File: config.mk
export PLATFORM = sky130hd
export DESIGN_NAME = fasta_nucleotide_packer
export DESIGN_NICKNAME = d
export VERILOG_FILES = /design/src/rtl/fnp_pkg.sv /design/src/rtl/fnp_front.sv /design/src/rtl/fnp_queue.sv /design/src/rtl/fnp_back.sv /design/src/rtl/fasta_nucleotide_packer.sv
export VERILOG_INCLUDE_DIRS = /design/src /design/src/rtl
export SDC_FILE = /design/constraint.sdc
export NUM_CORES = 1
export LEC_CHECK = 0
export ABC_AREA = 1
export BUFFER_PORTS_ARGS = -buffer_cell sky130_fd_sc_hd__buf_2
export CAP_MARGIN = 20
export CORE_MARGIN = 5
export CORE_UTILIZATION = 55
export DETAILED_ROUTE_END_ITERATION = 10
export PLACE_DENSITY = 0.73
export SKIP_CTS_REPAIR_TIMING = 1
export SYNTH_ARGS = -nofsm -noshare
export SYNTH_HDL_FRONTEND = slang
export SYNTH_HIERARCHICAL = 1
export SYNTH_SLANG_ARGS = --single-unit
File: constraint.sdc
create_clock -name clk -period 10.2 [get_ports clk]
set_clock_uncertainty 0.1 [all_clocks]
set_input_delay 0.51 -clock clk [delete_from_list [all_inputs] [get_ports clk]]
set_output_delay 0.51 -clock clk [all_outputs]
set_load 0.03 [all_outputs]
File: src/rtl/fasta_nucleotide_packer_assert.svh
// Assertion macros for the FASTA packer.
`ifndef FASTA_NUCLEOTIDE_PACKER_ASSERT_SVH
`define FASTA_NUCLEOTIDE_PACKER_ASSERT_SVH

// Implication checked outside reset.
`define FNP_ASSERT_IMP(lbl, ante, cons, msg) \
  lbl: assert property (@(posedge clk) disable iff (!rst_n) (ante) |-> (cons)) \
    else $error(msg);

// Next-cycle implication, checked through reset as well.
`define FNP_ASSERT_NEXT(lbl, ante, cons, msg) \
  lbl: assert property (@(posedge clk) (ante) |=> (cons)) else $error(msg);

`endif

File: src/rtl/fnp_pkg.sv
`default_nettype none
package fnp_pkg;

  localparam int CODES_PER_WORD = 8;
  // A word holds at most eight nibbles.
  localparam int WORD_CODES = (CODES_PER_WORD > 8) ? 8 : CODES_PER_WORD;

  localparam int QUEUE_DEPTH = 4;
  localparam int QPTR_W = $clog2(QUEUE_DEPTH);
  localparam int QCNT_W = $clog2(QUEUE_DEPTH + 1);

  localparam logic [7:0] ASCII_NL = 8'h0A;
  localparam logic [7:0] ASCII_GT = 8'h3E;

  typedef enum logic [1:0] {
    REC_WORD  = 2'd0,
    REC_START = 2'd1,
    REC_END   = 2'd2
  } rec_type_t;

  typedef struct packed {
    rec_type_t   rtype;
    logic [31:0] word;
    logic [3:0]  nvalid;
    logic [15:0] seq_idx;
    logic [31:0] pos;
    logic        last;
  } result_t;

  // Everything one byte produces: one or two results.
  typedef struct packed {
    result_t r0;
    result_t r1;
    logic    two;
  } pair_t;

  typedef struct packed {
    logic full;
    logic empty;
  } queue_stat_t;

  function automatic logic [3:0] base_code(input logic [7:0] b);
    logic [3:0] c;
    case (b)
      8'h41, 8'h61: c = 4'd0;
      8'h43, 8'h63: c = 4'd1;
      8'h47, 8'h67: c = 4'd2;
      8'h54, 8'h74: c = 4'd3;
      default:      c = 4'd4;
    endcase
    return c;
  endfunction

endpackage
`default_nettype wire

File: src/rtl/fnp_front.sv
`default_nettype none
module fnp_front import fnp_pkg::*; (
  input  wire logic       clk,
  input  wire logic       rst_n,
  input  wire logic       take,
  input  wire logic [7:0] data_byte,
  input  wire logic       end_of_data,
  output logic            q_push,
  output pair_t           q_wdata
);

  logic        header_r, header_nxt;
  logic        lstart_r, lstart_nxt;
  logic [31:0] acc_r, acc_nxt;
  logic [3:0]  cnt_r, cnt_nxt;
  logic [31:0] bases_r, bases_nxt;
  logic [15:0] seqs_r, seqs_nxt;

  result_t     res_a, res_b, rec;
  logic [1:0]  n;
  logic [3:0]  cnt;
  logic [31:0] acc_ins;

  always_comb begin
    header_nxt = header_r;
    lstart_nxt = lstart_r;
    acc_nxt    = acc_r;
    cnt_nxt    = cnt_r;
    bases_nxt  = bases_r;
    seqs_nxt   = seqs_r;
    res_a      = '0;
    res_b      = '0;
    rec        = '0;
    n          = 2'd0;
    cnt        = cnt_r;
    acc_ins    = '0;

    if (data_byte == ASCII_NL) begin
      lstart_nxt = 1'b1;
      header_nxt = 1'b0;
    end else if (lstart_r && data_byte == ASCII_GT) begin
      lstart_nxt = 1'b0;
      header_nxt = 1'b1;
      if (!end_of_data) begin
        rec         = '0;
        rec.rtype   = REC_START;
        rec.seq_idx = seqs_r;
        rec.pos     = bases_r + 32'd1;
        res_a       = rec;
        n           = 2'd1;
        if (seqs_r != 16'hFFFF) begin
          seqs_nxt = seqs_r + 16'd1;
        end
      end
    end else if (header_r) begin
      lstart_nxt = 1'b0;
    end else begin
      lstart_nxt = 1'b0;
      if (cnt_r >= 4'(WORD_CODES)) begin
        cnt = 4'd0;
      end
      acc_ins   = {28'd0, base_code(data_byte)} << (5'd28 - {cnt[2:0], 2'b00});
      acc_nxt   = acc_r | acc_ins;
      cnt_nxt   = cnt + 4'd1;
      bases_nxt = bases_r + 32'd1;
      if (cnt_nxt >= 4'(WORD_CODES)) begin
        rec        = '0;
        rec.rtype  = REC_WORD;
        rec.word   = acc_nxt;
        rec.nvalid = cnt_nxt;
        res_a      = rec;
        n          = 2'd1;
        acc_nxt    = '0;
        cnt_nxt    = 4'd0;
      end
    end

    if (end_of_data) begin
      if (cnt_nxt != 4'd0) begin
        rec        = '0;
        rec.rtype  = REC_WORD;
        rec.word   = acc_nxt;
        rec.nvalid = cnt_nxt;
        if (n == 2'd0) begin
          res_a = rec;
        end else begin
          res_b = rec;
        end
        n = n + 2'd1;
      end
      rec       = '0;
      rec.rtype = REC_END;
      rec.pos   = bases_nxt;
      if (n == 2'd0) begin
        res_a = rec;
      end else begin
        res_b = rec;
      end
      n = n + 2'd1;
      // back to the state of a fresh file
      header_nxt = 1'b0;
      lstart_nxt = 1'b1;
      acc_nxt    = '0;
      cnt_nxt    = 4'd0;
      bases_nxt  = '0;
      seqs_nxt   = '0;
    end

    res_a.last   = (n == 2'd1);
    res_b.last   = 1'b1;
    q_wdata.r0   = res_a;
    q_wdata.r1   = res_b;
    q_wdata.two  = (n == 2'd2);
    q_push       = take && (n != 2'd0);
  end

  always_ff @(posedge clk) begin
    if (!rst_n) begin
      header_r <= 1'b0;
      lstart_r <= 1'b1;
      acc_r    <= '0;
      cnt_r    <= '0;
      bases_r  <= '0;
      seqs_r   <= '0;
    end else if (take) begin
      header_r <= header_nxt;
      lstart_r <= lstart_nxt;
      acc_r    <= acc_nxt;
      cnt_r    <= cnt_nxt;
      bases_r  <= bases_nxt;
      seqs_r   <= seqs_nxt;
    end
  end

endmodule
`default_nettype wire

File: src/rtl/fnp_queue.sv
`default_nettype none
module fnp_queue import fnp_pkg::*; (
  input  wire logic  clk,
  input  wire logic  rst_n,
  input  wire logic  push,
  input  wire pair_t wdata,
  input  wire logic  pop,
  output pair_t      rdata,
  output queue_stat_t stat
);

  pair_t              mem_r [QUEUE_DEPTH];
  logic [QPTR_W-1:0]  wr_ptr_r, rd_ptr_r;
  logic [QCNT_W-1:0]  count_r;
  logic               do_push, do_pop;

  assign stat.full  = (count_r == QCNT_W'(QUEUE_DEPTH));
  assign stat.empty = (count_r == '0);
  assign do_push    = push && !stat.full;
  assign do_pop     = pop && !stat.empty;
  assign rdata      = mem_r[rd_ptr_r];

  always_ff @(posedge clk) begin
    if (do_push) begin
      mem_r[wr_ptr_r] <= wdata;
    end
  end

  always_ff @(posedge clk) begin
    if (!rst_n) begin
      wr_ptr_r <= '0;
      rd_ptr_r <= '0;
      count_r  <= '0;
    end else begin
      if (do_push) begin
        wr_ptr_r <= (wr_ptr_r == QPTR_W'(QUEUE_DEPTH - 1)) ? '0 : wr_ptr_r + 1'b1;
      end
      if (do_pop) begin
        rd_ptr_r <= (rd_ptr_r == QPTR_W'(QUEUE_DEPTH - 1)) ? '0 : rd_ptr_r + 1'b1;
      end
      if (do_push && !do_pop) begin
        count_r <= count_r + 1'b1;
      end else if (do_pop && !do_push) begin
        count_r <= count_r - 1'b1;
      end
    end
  end

endmodule
`default_nettype wire

File: src/rtl/fnp_back.sv
`default_nettype none
module fnp_back import fnp_pkg::*; (
  input  wire logic  clk,
  input  wire logic  rst_n,
  input  wire pair_t head,
  input  wire queue_stat_t stat,
  output logic       q_pop,
  input  wire logic  out_pop,
  output logic       out_valid,
  output result_t    out_res
);

  logic    valid_r, valid_nxt;
  logic    slot_r, slot_nxt;
  result_t res_r, res_nxt;
  logic    load;

  always_comb begin
    load      = !stat.empty && (!valid_r || out_pop);
    valid_nxt = valid_r;
    slot_nxt  = slot_r;
    res_nxt   = res_r;
    q_pop     = 1'b0;
    if (load) begin
      res_nxt   = slot_r ? head.r1 : head.r0;
      valid_nxt = 1'b1;
      if (slot_r || !head.two) begin
        q_pop    = 1'b1;
        slot_nxt = 1'b0;
      end else begin
        slot_nxt = 1'b1;
      end
    end else if (out_pop) begin
      valid_nxt = 1'b0;
    end
  end

  always_ff @(posedge clk) begin
    if (!rst_n) begin
      valid_r <= 1'b0;
      slot_r  <= 1'b0;
    end else begin
      valid_r <= valid_nxt;
      slot_r  <= slot_nxt;
    end
  end

  always_ff @(posedge clk) begin
    res_r <= res_nxt;
  end

  assign out_valid = valid_r;
  assign out_res   = res_r;

endmodule
`default_nettype wire

File: src/rtl/fasta_nucleotide_packer.sv
`default_nettype none
// FASTA text in, packed 4-bit nucleotide codes out. One text byte enters per
// cycle through a push/full port. A '>' at the start of a line opens a header
// (text dropped) and yields a start record with the zero-based sequence index
// and the 1-based position of the next base. Sequence bytes (newline excluded)
// code A/C/G/T in either case as 0..3, anything else as 4, and pack eight to a
// 32-bit word, first base in bits 31:28; each full word is a type 0 record.
// A byte with end_of_data set flushes a partial word and then gives a type 2
// record with the total base count, after which the block starts a new file.
// Results leave through an empty/pop port, one per cycle while out_pop is
// held, last_result marking the final result of its input byte. A byte that
// produces two results holds the single output register for both in turn,
// so a run of such bytes drains at one result, not one byte, per cycle.
// Front end (classify and pack) and output stage are split by a 4-entry
// queue of per-byte result pairs; in_full rises only when that queue is
// full. A result is written to the queue, then to the output register.
module fasta_nucleotide_packer import fnp_pkg::*; (
  input  wire logic        clk,
  input  wire logic        rst_n,
  input  wire logic        in_push,
  output logic             in_full,
  input  wire logic [7:0]  in_data_byte,
  input  wire logic        in_end_of_data,
  input  wire logic        out_pop,
  output logic             out_empty,
  output logic [1:0]       out_record_type,
  output logic [31:0]      out_packed_word,
  output logic [3:0]       out_codes_valid,
  output logic [15:0]      out_sequence_index,
  output logic [31:0]      out_base_position,
  output logic             out_last_result
);

`include "fasta_nucleotide_packer_assert.svh"

  queue_stat_t q_stat;
  pair_t       q_wdata, q_head;
  logic        q_push, q_pop;
  logic        take;
  logic        res_valid;
  result_t     res;

  // accepted byte on the input side
  assign take    = in_push && !q_stat.full;
  assign in_full = q_stat.full;

  fnp_front u_front (
    .clk         (clk),
    .rst_n       (rst_n),
    .take        (take),
    .data_byte   (in_data_byte),
    .end_of_data (in_end_of_data),
    .q_push      (q_push),
    .q_wdata     (q_wdata)
  );

  fnp_queue u_queue (
    .clk   (clk),
    .rst_n (rst_n),
    .push  (q_push),
    .wdata (q_wdata),
    .pop   (q_pop),
    .rdata (q_head),
    .stat  (q_stat)
  );

  fnp_back u_back (
    .clk       (clk),
    .rst_n     (rst_n),
    .head      (q_head),
    .stat      (q_stat),
    .q_pop     (q_pop),
    .out_pop   (out_pop),
    .out_valid (res_valid),
    .out_res   (res)
  );

  assign out_empty          = !res_valid;
  assign out_record_type    = res.rtype;
  assign out_packed_word    = res.word;
  assign out_codes_valid    = res.nvalid;
  assign out_sequence_index = res.seq_idx;
  assign out_base_position  = res.pos;
  assign out_last_result    = res.last;

  // output register empties on reset
  `FNP_ASSERT_NEXT(a_reset_empty, !rst_n, out_empty, "output not empty after reset")
  // a word record carries between one and a full word of codes
  `FNP_ASSERT_IMP(a_word_count, !out_empty && res.rtype == REC_WORD,
    out_codes_valid != 4'd0 && out_codes_valid <= 4'(WORD_CODES), "bad codes_valid")
  // start and end records carry no codes
  `FNP_ASSERT_IMP(a_rec_nocodes, !out_empty && res.rtype != REC_WORD,
    out_packed_word == 32'd0 && out_codes_valid == 4'd0, "codes on non-word record")
  // an end record always closes its byte
  `FNP_ASSERT_IMP(a_end_last, !out_empty && res.rtype == REC_END,
    out_last_result, "end record not last")

endmodule
`default_nettype wire
[Word-level counts from Yosys, hierarchy flattened]
Memory sizes are Yosys's and may differ from the RTL's. A register that Yosys moved wholly into a read port is not among the register bits.
Index checks and enable logic that the tools add are counted.
Operators by class
  divide/modulo/power cells: 0
  multipliers: 0
  add/sub/neg operators: 10
  shifts and indexed selects: 1
  $lt $le $gt $ge: 2
  multiplexer cells: 66
  bitwise gates (word level): 1
  reduce and logical (&&, ||, !) cells: 32
  eq/ne operators: 17
Operators with widths (number)
  two-way mux 87 bit: 11
  two-way mux 32 bit: 9
  two-way mux 85 bit: 2
  two-way mux 86 bit: 1
  equality test 8 x 7 -> 1 bit, second input constant: 8
  two-way mux 16 bit: 4
  two-way mux 4 bit: 12
  adder 32 x 1 -> 32 bit, second input constant: 1
  bitwise OR 32 bit: 1
  << shifter 4 x 5 -> 32 bit: 1
  two-way mux 2 bit: 10
  adder 16 x 1 -> 16 bit, second input constant: 1
  != test 16 bit, second input constant: 1
  two-way mux 1 bit: 14
  case mux 3 bit (4 select lines): 1
  nonzero test 2 bit: 5
  adder 2 x 1 -> 2 bit, second input constant: 4
  equality test 8 x 4 -> 1 bit, second input constant: 1
  equality test 8 x 6 -> 1 bit, second input constant: 1
  >= comparator 4 bit, second input constant: 2
  logical AND 1 bit: 8
  OR reduction 2 bit: 4
  equality test 2 bit, second input constant: 3
  logical NOT 1 bit: 6
  15 further kinds: 18
Word-level totals
  output and inout bits: 89
  bits in writable memories: 696
  register bits after elaboration: 182
  bits in read-only memories: 0
  bits of input ports: 13
  memories: 1
  bits in latches: 0
  word-level logic and storage cells: 147
Memory list
  u_queue.mem_r: words 4, width 174, rd ports 1, clocked after Yosys merged registers in 1, write ports 1, line fnp_queue.sv:12  | pair_t mem_r [QUEUE_DEPTH];

[Longest topological paths before layout]
  depth in word-level cells: 23
  mapped depth: 26
  depth with buffers taken out: 26

[Modules after synthesis]
The synthesis kept the hierarchy.
Modules (own cells, without submodules)
  fnp_queue: cells each 1764, area an instance 26450.4 um^2, times used 1, sequential area each 21200.3 um^2
  fnp_front: cells each 1203, area an instance 7046.8 um^2, times used 1, sequential area each 1721.7 um^2
  fnp_back: cells each 382, area an instance 3818.7 um^2, times used 1, sequential area each 2652.5 um^2
  fasta_nucleotide_packer: cells each 3, area an instance 13.8 um^2, times used 1, sequential area each 0.0 um^2

[Worst setup path after synthesis]
Ideal clock, no wire load.
  path type: flip-flop to flip-flop
  from: register u_front.cnt_r[3]
  to: memory u_queue/mem_r[0][0] in the netlist's numbering, enable pin
  cell stages (with the launch flop): 17
  path slack: -0.417 ns
  period minus slack after synthesis: 10.617 ns
  library setup time: 0.713 ns
  required time: 9.387 ns
  arrival: 9.804 ns
  buffers on the path: 0
  cells stage by stage: dfxtp_1 -> inv_2 -> nand2_1 -> inv_1 -> ha_1 -> nand2_1 -> nand3_1 -> nand3_1 -> nand2_1 -> nand2_1 -> nor2_4 -> ha_1 -> nor2_1 -> inv_1 -> a21oi_1 -> nand2_1 -> nor2_1
On the way
  longest elaborated chain between the ends: 21
  elaborated cells on any way between the ends: 26
  those cells by class: add/sub: 3; order compare: 2; mux: 17; reduce/logical: 4
RTL lines
  from (decl): line fnp_front.sv:15  | logic [3:0] cnt_r, cnt_nxt;
  from (signal assigned): line fnp_front.sv:129  | cnt_r <= cnt_nxt;
  >= comparator 4 bit: line fnp_front.sv:59  | if (cnt_r >= 4'(WORD_CODES)) begin
  two-way mux 4 bit: line fnp_front.sv:59
  two-way mux 4 bit: line fnp_front.sv:55  | end else if (header_r) begin
  two-way mux 4 bit: line fnp_front.sv:41  | end else if (lstart_r && data_byte == ASCII_GT) begin
  two-way mux 4 bit: line fnp_front.sv:38  | if (data_byte == ASCII_NL) begin
  adder 4 x 1 -> 4 bit: line fnp_front.sv:64  | cnt_nxt = cnt + 4'd1;
  >= comparator 4 bit: line fnp_front.sv:66  | if (cnt_nxt >= 4'(WORD_CODES)) begin
  two-way mux 1 bit or two-way mux 4 bit (tied branches): line fnp_front.sv:66
  (+6 left out)
  adder 2 x 1 -> 2 bit: line fnp_front.sv:99  | n = n + 2'd1;
  two-way mux 2 bit (*): line fnp_front.sv:78  | if (end_of_data) begin
  nonzero test 2 bit (*): line fnp_front.sv:114  | q_push = take && (n != 2'd0);
  logical AND 1 bit (*): line fnp_front.sv:114
  via q_push: line fasta_nucleotide_packer.sv:38  | logic q_push, q_pop;
  logical AND 1 bit (*): line fnp_queue.sv:19  | assign do_push = push && !stat.full;
  two-way mux 1 bit (*): line fnp_queue.sv:24  | if (do_push) begin
  two-way mux 1 bit (not written as such) (*): line fnp_queue.sv:25  | mem_r[wr_ptr_r] <= wdata;
  to (decl): line fnp_queue.sv:12
Mark *: on every way through the listed nets, which the timed path passes. The rest lies on a longest branch. The select of a mux whose other input is x is not followed.

[Worst setup path after layout]
  from: register u_front.header_r
  to: memory u_queue/mem_r[0][128] in the netlist's numbering, enable pin
On the way
  longest elaborated chain between the ends: 13
  elaborated cells on any way between the ends: 17
  those cells by class: add/sub: 2; mux: 11; reduce/logical: 4
RTL lines
  from (decl): line fnp_front.sv:12  | logic header_r, header_nxt;
  from (signal assigned): line fnp_front.sv:126  | header_r <= header_nxt;
  two-way mux 2 bit or two-way mux 4 bit (tied branches): line fnp_front.sv:55
  two-way mux 2 bit or two-way mux 4 bit (tied branches): line fnp_front.sv:41
  two-way mux 2 bit or two-way mux 4 bit (tied branches): line fnp_front.sv:38
  adder 2 x 1 -> 2 bit or nonzero test 4 bit (tied branches): line fnp_front.sv:89, fnp_front.sv:79
  two-way mux 2 bit: line fnp_front.sv:79  | if (cnt_nxt != 4'd0) begin
  two-way mux 2 bit: line fnp_front.sv:78
  adder 2 x 1 -> 2 bit: line fnp_front.sv:99
  two-way mux 2 bit (*): line fnp_front.sv:78
  nonzero test 2 bit (*): line fnp_front.sv:114
  logical AND 1 bit (*): line fnp_front.sv:114
  via q_push: line fasta_nucleotide_packer.sv:38
  logical AND 1 bit (*): line fnp_queue.sv:19
  two-way mux 1 bit (*): line fnp_queue.sv:24
  two-way mux 1 bit (not written as such) (*): line fnp_queue.sv:25
Marked as above.

==> metrics.log <==
[metrics] main combinational cell family by area after synthesis: simple AND/OR/NAND/NOR gates
[metrics] share of synthesized cell area in full adder, half adder and majority cells: 0.004223
[metrics] average wire per standard cell: 18.86 µm
[metrics] Die X: 270.5 µm
[metrics] layout cells sized above 1: 0.09138
[metrics] Worst Hold Class: input port to flip-flop
[metrics] # port buffers: 101
[metrics] buffer cell driving the clock tree root: sky130_fd_sc_hd__clkbuf_16
[metrics] total count of max-transition violations in the final report: 0
[metrics] CP max FO: 48
[metrics] Top Ports: 102
[metrics] maximum single-stage delay on the critical path: 0.83 ns
[metrics] part of the Yosys area used for sequential elements: 0.6851
[metrics] largest cells by area after synthesis: sky130_fd_sc_hd__edfxtp_1 63%, sky130_fd_sc_hd__nand2_1 6.5%, sky130_fd_sc_hd__dfxtp_1 5.2%
[metrics] number of synthesized flops with an enable pin: 787
[metrics] Compound-Gate Fraction of Synth Area: 0.1073
[metrics] final instance area: 40,890 µm²
[metrics] hold violation count in the final report: 0
[metrics] Syn Inst Count: 3,352
[metrics] final instance count without filler cells: 4,321
[metrics] wire length of the first global-routing pass: 128,300 µm
[metrics] status: completed
[metrics] Post-synth ARST share: 0
[metrics] Inserted Clock Buffers: 87
[metrics] Data required, critical path: 10.35 ns
[metrics] die footprint: 73,180 µm²
[metrics] total overflow reported by the global router: 0
[metrics] area share of and/or/nand/nor cells after synthesis: 0.1384
[metrics] Tcrit/Tclk final: 0.5864
[metrics] clock tree from TritonCTS: done
[metrics] deepest level of the CTS H-tree: 3
[metrics] sum of negative setup slack: 0 ns
[metrics] buffers from clock root to sink, at most: 3
[metrics] MaxCap Viol Count: 0
[metrics] net count of the finished layout: 3,407
[metrics] Worst Tran Pin Value: 1.169 ns
[metrics] shortest period the worst path allows: 5.981 ns
[metrics] routability congestion estimate from global placement: 0.9158
[metrics] number of antenna-violating nets in the routed design: 0
[metrics] most frequently used flop master after synthesis: sky130_fd_sc_hd__edfxtp_1
[metrics] Critical Path Slowest Stage Cell: sky130_fd_sc_hd__dfxtp_1
[metrics] starting density of the core: 0.5549
[metrics] worst reg2reg path startpoint: u_front/header_r
[metrics] remaining max-slew budget at the tightest pin: 0.2210
[metrics] power per standard cell area: 273.6 nW/µm²
[metrics] dpl hpwl: 45,250 µm
[metrics] post-detailed-route DRC marker count: 0
[metrics] RSZ-0062 raised after global routing: no
[metrics] cell with the most instances after synthesis: sky130_fd_sc_hd__edfxtp_1
[metrics] Post-Route Utilization: 0.6077
[metrics] crit path launch type: flip-flop
[metrics] kind of cell adding the most delay to the critical path: buffers and inverters
[metrics] Max rail drop VDD: 224.0 µV
[metrics] post-placement cell count: 4,166
[metrics] data arrival time of the critical path: 6.13 ns
[metrics] count of synthesis-stage warnings from yosys: 6
[metrics] total number of vias: 24,570
[metrics] clock transition at the register clock pins on the worst setup and hold paths after CTS: 0.06 ns
[metrics] final WL: 81,480 µm
[metrics] post-synthesis mux area share: 0
[metrics] worst r2r dst: u_queue/mem_r[0][128]
[metrics] launch point of the worst path: u_front/header_r
[metrics] Static Leakage: 14.61 nW
[metrics] CP Capture Point: u_queue/mem_r[0][128]
[metrics] FF-to-FF path depth: 13
[metrics] XOR/XNOR Fraction of Synth Area: 0.007743
[metrics] synthesized area per cell: 11.14 µm²
[metrics] post-synth top area cell: sky130_fd_sc_hd__edfxtp_1
[metrics] Overall Global Routing Usage: 0.2168
[metrics] cells along the critical path: clkinv_1, nand3_4, nand2_1, nand3_2, nor2_4, ha_1, nor2_1, clkinv_1, a21oi_1, nand2_1, nor2_4, buf_4, buf_4
[metrics] clk sinks: 884
[metrics] core region area: 67,280 µm²
[metrics] buffer and inverter count on the worst path: 4
[metrics] top cells by instance count after synthesis: 787 x sky130_fd_sc_hd__edfxtp_1, 650 x sky130_fd_sc_hd__nand2_1, 471 x sky130_fd_sc_hd__nor2_1
[metrics] logic depth of the worst setup path including buffers: 13
[metrics] netlist area before placement: 37,330 µm²
[metrics] DRT iter0 DRCs: 2,405
[metrics] number of global-route vias before repair: 23,650
[metrics] # rows: 95
[metrics] antenna violations before repair: 1
[metrics] chip height: 270.5 µm
[metrics] length of the first detailed-routing pass in iterations: 6
[metrics] type of element capturing the critical path: flip-flop
[metrics] post-detailed-placement cell area: 37,890 µm²
[metrics] area fraction of the dominant cell type after synthesis: 0.6331
[metrics] clock network latency to the later pin of the worst-skew pair: 0.63 ns
[metrics] total power draw: 0.01119 W
[metrics] setup slack of the most critical reg-to-reg path: 4.22 ns
[metrics] detailed-route vias per instance: 5.687
[metrics] synthesized flop and latch total: 884
[metrics] maximum number of pins on one net before global-route repair: 167
[metrics] crit path kind: flip-flop to flip-flop
[metrics] filler instances: 5,213
[metrics] count of distinct cell types in the synthesized netlist: 52
[metrics] final number of setup-violating endpoints: 0
[metrics] upper clock frequency limit: 0.1672 GHz
[metrics] layout overhead on the synthesized area: 9.529%
[where the power goes]
group          switching, W  internal, W  total, W
registers          0.000217      0.00455   0.00477
logic               0.00228     0.000791   0.00307
clock network       0.00131      0.00204   0.00335
total               0.00381      0.00738    0.0112
[cell type report]
| cell class | count | area (µm²) | share of cell area |
|---|---|---|---|
| clock inverters | 44 | 641.9 | 0.01570 |
| flip-flops and latches | 884 | 25590 | 0.6258 |
| repair buffers | 131 | 743.2 | 0.01818 |
| diodes | 1 | 2.502 | 0.00006120 |
| multi-input cells | 2122 | 9862 | 0.2412 |
| clock buffers | 110 | 2354 | 0.05756 |
| well taps | 873 | 1092 | 0.02672 |
| inverters | 156 | 605.6 | 0.01481 |
[cells by family after synthesis]
family | count (synthesis)
compound gates | 744
simple gates | 1279
fa+ha+maj | 12
flops | 884
other cells | 2
xor+xnor | 33
buf+inv | 398
[registers in the layout, summed over array words and instances, names as in the netlist, named ones only]
register and flops:
u_front/lstart_r 1, u_back/out_valid 1, u_back/slot_r 1, u_back/out_res 87, u_queue/mem_r 700, u_front/header_r 1
u_front/bases_r 32, u_queue/wr_ptr_r 2, u_queue/count_r 3, u_queue/rd_ptr_r 2, u_front/acc_r 32, u_front/cnt_r 4
u_front/seqs_r 16
[routing by layer]
layer / vias up / GRT usage / share of wire / wire, µm
met5: - / 0 / 0 / 0
met4: 0 / 0.06551 / 0.021 / 1739
met3: 140 / 0.03252 / 0.072 / 5849
met2: 872 / 0.3646 / 0.49 / 39570
met1: 11840 / 0.2965 / 0.42 / 34330
li1: 11720 / - / - / -
[worst reg2reg max path: stages (launching register included)]
cell,delay [ns]
sky130_fd_sc_hd__dfxtp_1,0.83
sky130_fd_sc_hd__clkinv_1,0.57
sky130_fd_sc_hd__nand3_4,0.44
sky130_fd_sc_hd__nand2_1,0.16
sky130_fd_sc_hd__nand3_2,0.12
sky130_fd_sc_hd__nor2_4,0.07
sky130_fd_sc_hd__ha_1,0.20
sky130_fd_sc_hd__nor2_1,0.42
sky130_fd_sc_hd__clkinv_1,0.21
sky130_fd_sc_hd__a21oi_1,0.54
sky130_fd_sc_hd__nand2_1,0.40
sky130_fd_sc_hd__nor2_4,0.18
sky130_fd_sc_hd__buf_4,0.58
sky130_fd_sc_hd__buf_4,0.74
[worst min-delay path by stage]
stage	start	endpoint	slack, ns	cells past startpoint
2_1_floorplan	u_front/acc_r[11]	u_front/acc_r[11]	0.32	2
3_3_place_gp	u_front/acc_r[15]	u_front/acc_r[15]	0.33	2
3_5_place_dp	u_front/acc_r[11]	u_front/acc_r[11]	0.34	2
4_1_cts	rst_n	flip-flop	0.14	3
5_1_grt	rst_n	u_queue/wr_ptr_r[1]	0.17	3
6_report	rst_n	u_back/slot_r	0.17	3
[per-stage QoR]
step,setup slack (ns),hold WS (ns)
global placement,4.541,0.3313
CTS,4.304,0.1366
global route,3.913,0.1679
floorplan,-0.4168,0.3246
finish,4.219,0.1726
detailed placement,4.392,0.3361
[cell usage in the layout, fill, tap and decap left out, types with 3 or more instances in the layout]
| cell | synthesis | final |
|---|---|---|
| sky130_fd_sc_hd__edfxtp_1 | 787 | 787 |
| sky130_fd_sc_hd__nand2_1 | 650 | 650 |
| sky130_fd_sc_hd__nor2_1 | 471 | 466 |
| sky130_fd_sc_hd__o21ai_0 | 269 | 269 |
| sky130_fd_sc_hd__o22ai_1 | 200 | 200 |
| sky130_fd_sc_hd__inv_1 | 141 | 138 |
| sky130_fd_sc_hd__a21oi_1 | 133 | 133 |
| sky130_fd_sc_hd__o21ai_1 | 130 | 129 |
| sky130_fd_sc_hd__buf_2 | 39 | 101 |
| sky130_fd_sc_hd__dfxtp_1 | 97 | 94 |
| sky130_fd_sc_hd__clkbuf_16 | 0 | 87 |
| sky130_fd_sc_hd__nand3_1 | 64 | 64 |
| sky130_fd_sc_hd__conb_1 | 2 | 54 |
| sky130_fd_sc_hd__buf_4 | 64 | 29 |
| sky130_fd_sc_hd__xor2_1 | 29 | 29 |
| sky130_fd_sc_hd__nor3_1 | 27 | 27 |
| sky130_fd_sc_hd__nand4_1 | 23 | 23 |
| sky130_fd_sc_hd__bufinv_16 | 0 | 16 |
| sky130_fd_sc_hd__clkbuf_1 | 87 | 14 |
| sky130_fd_sc_hd__clkinv_1 | 2 | 12 |
| sky130_fd_sc_hd__inv_2 | 11 | 11 |
| sky130_fd_sc_hd__ha_1 | 11 | 11 |
| sky130_fd_sc_hd__nor2_4 | 5 | 10 |
| sky130_fd_sc_hd__clkbuf_8 | 0 | 9 |
| sky130_fd_sc_hd__clkinv_2 | 0 | 9 |
| sky130_fd_sc_hd__nor2_2 | 8 | 8 |
| sky130_fd_sc_hd__inv_6 | 0 | 5 |
| sky130_fd_sc_hd__nand2_2 | 5 | 5 |
| sky130_fd_sc_hd__or2_1 | 5 | 5 |
| sky130_fd_sc_hd__clkinvlp_4 | 0 | 4 |
| sky130_fd_sc_hd__nand3b_1 | 4 | 4 |
| sky130_fd_sc_hd__and2_1 | 4 | 4 |
| sky130_fd_sc_hd__xnor2_1 | 4 | 4 |
| sky130_fd_sc_hd__inv_4 | 1 | 3 |
| sky130_fd_sc_hd__dfxtp_4 | 0 | 3 |
| sky130_fd_sc_hd__a31oi_1 | 3 | 3 |
| sky130_fd_sc_hd__or2_2 | 3 | 3 |
Note: power is estimated with default switching activity, not from simulation.
